--- src/rtl/tph_ram.sv ---
// tph_ram: generic simple dual-port ram, one write and one registered read port
// no dependencies
`default_nettype none

module tph_ram #(
  parameter int unsigned WIDTH = 8,
  parameter int unsigned DEPTH = 16
) (
  input  wire                                           clk_i,
  input  wire                                           we_i,
  input  wire  [((DEPTH > 1) ? $clog2(DEPTH) : 1)-1:0] waddr_i,
  input  wire  [WIDTH-1:0]                              wdata_i,
  input  wire                                           re_i,
  input  wire  [((DEPTH > 1) ? $clog2(DEPTH) : 1)-1:0] raddr_i,
  output logic [WIDTH-1:0]                              rdata_o
);

  logic [WIDTH-1:0] mem_q [DEPTH];

  always_ff @(posedge clk_i) begin
    if (we_i) begin
      mem_q[waddr_i] <= wdata_i;
    end
    if (re_i) begin
      rdata_o <= mem_q[raddr_i];
    end
  end

endmodule

`default_nettype wire

--- config.mk ---
export PLATFORM = sky130hd
export DESIGN_NAME = tph_ram
export DESIGN_NICKNAME = d
export VERILOG_FILES = /design/src/rtl/tph_ram.sv
export SDC_FILE = /design/constraint.sdc
export NUM_CORES = 1
export LEC_CHECK = 0
export ABC_AREA = 1
export BUFFER_PORTS_ARGS = -buffer_cell sky130_fd_sc_hd__buf_2
export CORE_MARGIN = 5
export CORE_UTILIZATION = 45
export DETAILED_ROUTE_END_ITERATION = 12
export GPL_ROUTABILITY_DRIVEN = 0
export GPL_TIMING_DRIVEN = 0
export HOLD_SLACK_MARGIN = 0.15
export PLACE_DENSITY = 0.66
export SETUP_SLACK_MARGIN = 0.05
export SYNTH_ARGS = -nofsm -noshare
export SYNTH_HDL_FRONTEND = slang
export SYNTH_SLANG_ARGS = --single-unit
--- constraint.sdc ---
create_clock -name clk_i -period 1.3 [get_ports clk_i]
set_input_delay 0.065 -clock clk_i [delete_from_list [all_inputs] [get_ports clk_i]]
set_output_delay 0.065 -clock clk_i [all_outputs]
set_load 0.005 [all_outputs]
==> metrics.txt, run 1 <==
Final ANT Viol Nets 0; maximum VDD drop 875 µV; Non-Filler Instances 790; initial antenna violation count 0; worst-path cell chain inv_1, nand2_1, nand3_1, nand3_1, nand3_1, nand2_1; HP Start raddr_i[2]; drt initial violations 376; DP HPWL ~9.1 mm; RSZ-0062 raised after global routing false; area of the multi-input gates 0.00121 mm²; CTS tree yes; # hold bufs at CTS 12; DR pass1 iterations 5; htree depth 4; cell repeated most along the worst path nand3_1; Clock Latency Late Sink approximately 0.42 ns; nets 624; CORE AREA 0.0127 mm²; area grow syn2layout 17.7%; Initial Util 46.1%; Async SR Flop Fraction 0%; Synth Cell Area 0.00585 mm²; Post-synth top flop edfxtp_1; biggest area consumer among synthesized cells edfxtp_1; Final setup viols 0; top cells by count, synth 173 x nand2_1, 136 x edfxtp_1, 100 x inv_1; slowest library cell on the worst path edfxtp_1; Startpoint Class flop; number of synthesized flops with an enable pin 136; fill cell count 1,089; count leader, synth nand2_1; status finished clean; main area contributors after synthesis edfxtp_1 70%, nand2_1 11%, nand3_1 8.3%, inv_1 6.4%, buf_6 1.2%; Ports 27; Synth Register Bits 136; Fmax 847 MHz; Hold Slack 0.172 ns; post-CTS setup buffers 0; Final Skew about 0.0051 ns; max-slew violation count 0; Period minus WS final 1.18 ns; CTS Buf Count 17; YS warnings 0; first-pass GRT wire length 21.7 mm; Inst Count DP approximately 750; post_cts resized 0; clock slew at reported path FFs approximately 0.060 ns; WL final about 14 mm; DIE WIDTH 124 µm; Tightest Pin Transition about 0.92 ns; critical path class reg2reg; fin crit share around nine tenths; LEAKAGE between 0.002 and 0.003 µW; Clock Sinks around 140; Core Rows between 40 and 50; largest net degree at the start of global routing 17; Via density 5.09; MaxCap Viol Count 0; Yosys top cell area share 69.8%; PortBufs 23; die area 0.0154 mm²; vias in the first global route 3,845; Post-Syn Area per Cell 10.6 µm²; Root Buffer clkbuf_16; share of cells above drive strength 1 12.3%; sequential-to-total area share from yosys stat 69.8%; Worst R2R Start mem_q[11][5]$_DFFE_PP_; Max clock buf depth 2; Synthesized Nets between 500 and 600; Max transition margin 38.3%; # diodes 0; critical path startpoint mem_q[11][5]$_DFFE_PP_; CP max FO 1; Arr. time, crit path 1.34 ns; total grt overflow 0; Worst Setup End Kind flop; Syn Inst Count 551; Distinct cells, synth 11; CP required 1.46 ns; vias 4,021; slowest stage delay, CP 0.36 ns; FF+latch area between 0.004 and 0.005 mm²; Pwr Density 1510 mW/mm²; Final Hold Fails 0; DRC 0; per-cell routed wire length 18.2 µm; HP Class in2reg; GR Util All Layers 19.8%; Die Ht between 100 and 150 µm
-- worst paths after layout --
check	to	slack [ns]	cells after the start
worst max-delay path	rdata_o[5]$_DFFE_PP_	0.12	6
worst max register to register	rdata_o[5]$_DFFE_PP_	0.12	6
worst min register to register	rdata_o[2]$_DFFE_PP_	0.81	6
worst min-delay path	rdata_o[0]$_DFFE_PP_	0.17	4
-- per-layer routing --
layer	global-route usage [%]	vias to the layer above	wire length (µm)	share of wire, %
met2	30.6	211	6730	47
met3	4.63	26	1410	9.8
met1	27.0	1894	5930	41
li1	-	1890	-	-
met5	0	-	0	0
met4	8.35	0	314	2.2
-- report_power, final --
group	total, µW	switching (µW)	internal [µW]	leakage [µW]
Sequential	4970	23.6	4940	0.00124
Clock	4740	1770	2980	0.000279
Combinational	670	462	208	0.00144
-- final cells by class --
cell class	instances	area share, %
timing repair buffer	35	3.42
clock inverter	15	2.33
inverter	102	5.56
tap	172	3.13
clock buffer	17	6.18
buffer	24	2.42
multi-input combinational	289	17.6
sequential	136	59.3
-- kinds of logic after synthesis --
logic type             after synthesis  share of synthesized area (%)
AND/OR/NAND/NOR                    289                           20.8
flip-flops                         136                           69.8
buffers and inverters              126                           9.39
-- flip-flops by register name, indices dropped and copies added (netlist names) --
| register | flops |
|---|---|
| mem_q | 128 |
| rdata_o | 8 |
-- cells in the final DEF (no fill, tap or decap) --
cell type	n
bufinv_16	3
nor2_1	17
buf_2	36
clkbuf_16	17
dlygate4sd3_1	12
clkinv_1	4
buf_1	1
edfxtp_1	136
nand3_1	97
clkinvlp_4	3
clkinv_4	2
nand2_1	173
nand3b_1	2
inv_1	100
inv_2	2
buf_4	4
buf_6	6
clkinv_2	3
-- critical path, delay by kind of cell, from the launching register on --
family / cells / cell delay [ns]
flip-flops: 1 / 0.36
AND/OR/NAND/NOR: 5 / 0.50
buffers and inverters: 1 / 0.07
-- stage by stage --
step	TNS (ns)	total power, µW	setup WS (ns)	cell area [µm²]	utilization (%)
finish	0	10400	0.119	6880	54.3
global route	0	10700	0.0594	6880	54.3
CTS	0	10400	0.131	6880	54.3
detailed placement	-14.59	5680	-0.280	6180	48.8
global placement	-10.87	5670	-0.209	6180	48.8
floorplan	0	5400	0.284	5850	-
Power figures use the tool's default switching activity.
==> inputs of run 2 (changes only) <==
- CORE_MARGIN: 5 -> default
==> run 2 against run 1 <==
  * Global-route usage increased by 2.3 points
  * Wire length decreased by 6.1%
  * Worst hold slack improved by 0.046 ns
  * Clock-buffer cell count increased by 2
  * Combinational power decreased by 3%
  * Largest cell class unchanged
  * Critical path depth unchanged
  * Non-clock buffer count decreased by 3
  * Design area decreased by 0.22%
==> metrics.txt, run 2 (same netlist as run 1, synthesis figures left out) <==
status finished clean; biggest regs mem_q (128), rdata_o (8); # diodes 0 (unchanged); Hold Path Sink rdata_o[6]$_DFFE_PP_; Worst Setup End Kind flop; clock slew at reported path FFs 0.05 ns (about the same); vias 3,904 (-2.9%); Startpoint Class flop; worst-path cell chain inv_1, nand2_1, nand3_1, nand3_1, nand3_1, nand2_1; Arr. time, crit path 1.36 ns (+0.02 ns); Pwr Total 10,400 µW (+0.52%); CTS tree yes; PortBufs 23 (unchanged); first-pass GRT wire length 20.6 mm (-5.4%); fin crit share 93.1% (+2.2 points); Worst R2R Start mem_q[8][4]$_DFFE_PP_; Max transition margin 39.7% (+1.4 points); most common cell after layout, fill and taps aside nand2_1; Max clock buf depth 2 (unchanged); largest net degree at the start of global routing 17 (unchanged); cell repeated most along the worst path nand3_1; DRC 0 (unchanged); R2R setup slack 0.09 ns (-0.03 ns); fin worst setup slack 0.0903 ns (-0.0290 ns); Ports 27 (unchanged); HP Class in2reg; Clock Sinks 136 (unchanged); cell area after layout 0.00687 mm² (-0.22%); drt initial violations 289 (-23%); total grt overflow 0 (unchanged); DP HPWL 8.93 mm (-1.6%); critical path class reg2reg; CORE AREA 0.0126 mm² (-0.40%); Final Skew 0.00614 ns (+0.00106 ns); DR pass1 iterations 5 (unchanged); Place WS -0.293 ns (-0.0132 ns); Final setup viols 0 (unchanged); vias in the first global route 3,694 (-3.9%); Via density 4.97 (-2.4%); RSZ-0062 raised after global routing false; max-slew violation count 0 (unchanged); maximum VDD drop 767 µV (-12%); slowest stage delay, CP 0.38 ns (+0.02 ns); Die Ht 116 µm (-6.5%); Core Rows 41 (unchanged); Hold Crit Depth 4 (unchanged); most frequent cells in the layout 173 x nand2_1, 136 x edfxtp_1, 100 x inv_1; area grow syn2layout 17.5%; dpl cell area 0.00618 mm² (unchanged); Period minus WS final 1.21 ns (+0.0290 ns); Pwr Density 1520 mW/mm² (+0.74%); CP max FO 1 (unchanged); Final ANT Viol Nets 0 (unchanged); LEAKAGE 0.00295 µW (about the same); Tightest Pin Transition 0.901 ns (-0.0208 ns); share of cells above drive strength 1 12.2% (-0.083 points); Root Buffer clkbuf_16; per-cell routed wire length 17.2 µm (-5.6%); Initial Util 46.3% (+0.19 points); max FFs per register 128 (unchanged); MaxCap Viol Count 0 (unchanged); Worst Reg-to-Reg Cells 6 (unchanged); htree depth 4 (unchanged); CP required 1.45 ns (about the same); Clock Latency Late Sink 0.42 ns (about the same); post-CTS setup buffers 0 (unchanged); critical path startpoint mem_q[8][4]$_DFFE_PP_; Fmax 827 MHz (-2.4%); Final Hold Fails 0 (unchanged); most flop-heavy register mem_q; GR Util All Layers 22.0% (+2.3 points); die area 0.0135 mm² (-12%); slowest library cell on the worst path edfxtp_1; nets 621 (-0.48%); WL final 13.5 mm (-6.1%); DIE WIDTH 116 µm (-6.5%); initial antenna violation count 0 (unchanged); Reg-to-Reg End rdata_o[4]$_DFFE_PP_; CTS Buf Count 17 (unchanged); HP Start raddr_i[2]
-- run 2: cell types whose count changed in the layout (fill, tap and decap cells not counted), sizes merged --
cell | before | now
dlygate4sd3 | 12 | 9
clkbuf | 17 | 19
clkinv | 9 | 7
clkinvlp | 3 | 1
bufinv | 3 | 4
-- run 2: how the worst max path moves through the flow --
stage	end	slack, ns	depth (start not counted)
after global routing	mem_q[5][2]$_DFFE_PP_	0.07	3
after CTS	rdata_o[2]$_DFFE_PP_	0.10	6
final	rdata_o[4]$_DFFE_PP_	0.09	6
after floorplan	mem_q[10][0]$_DFFE_PP_	0.28	2
after detailed placement	mem_q[5][1]$_DFFE_PP_	-0.29	3
after global placement	mem_q[5][4]$_DFFE_PP_	-0.20	3
-- run 2: timing repair --
action,in CTS,in global routing
hold buffers,9,0
endpoints found under the hold margin,136,0
endpoints found under the setup margin,0,1
gates resized for setup,0,2
-- run 2: critical path: cells and delay by family (launching register included) --
kind,cells,cell delay (ns)
simple gates,5,0.48
flops,1,0.38
buf+inv,1,0.08
-- run 2: power breakdown --
part / internal, µW / switching (µW) / total [µW]
Combinational: 203 / 449 / 652
Clock: 3150 / 1660 / 4820
Sequential: 4940 / 21.9 / 4970
Total: 8300 / 2130 / 10400
-- run 2: routing by layer --
metal  vias up  track usage, %  part of all wire (%)
li1       1889               -                     -
met4         0            11.0                   2.8
met5         -               0                     0
met2       162            33.0                    46
met3        32            4.97                   6.9
met1      1821            30.4                    45
-- run 2: metrics by stage --
stage	util, %	setup TNS [ns]	hold WS (ns)	cells
finish	54.4	0	0.218	786
global route	54.4	0	0.207	786
CTS	54.3	0	0.175	786
detailed placement	48.9	-17.10	0.414	746
global placement	48.9	-13.59	0.397	746
floorplan	-	0	0.164	551
-- run 2: cell type report --
class,count,area [µm²]
Buffer,24,166
Clock buffer,19,433
Clock inverter,12,158
Fill cell,1088,5750
Inverter,102,383
Multi-Input combinational cell,289,1220
Sequential cell,136,4080
Tap cell,172,215
Timing Repair Buffer,32,205
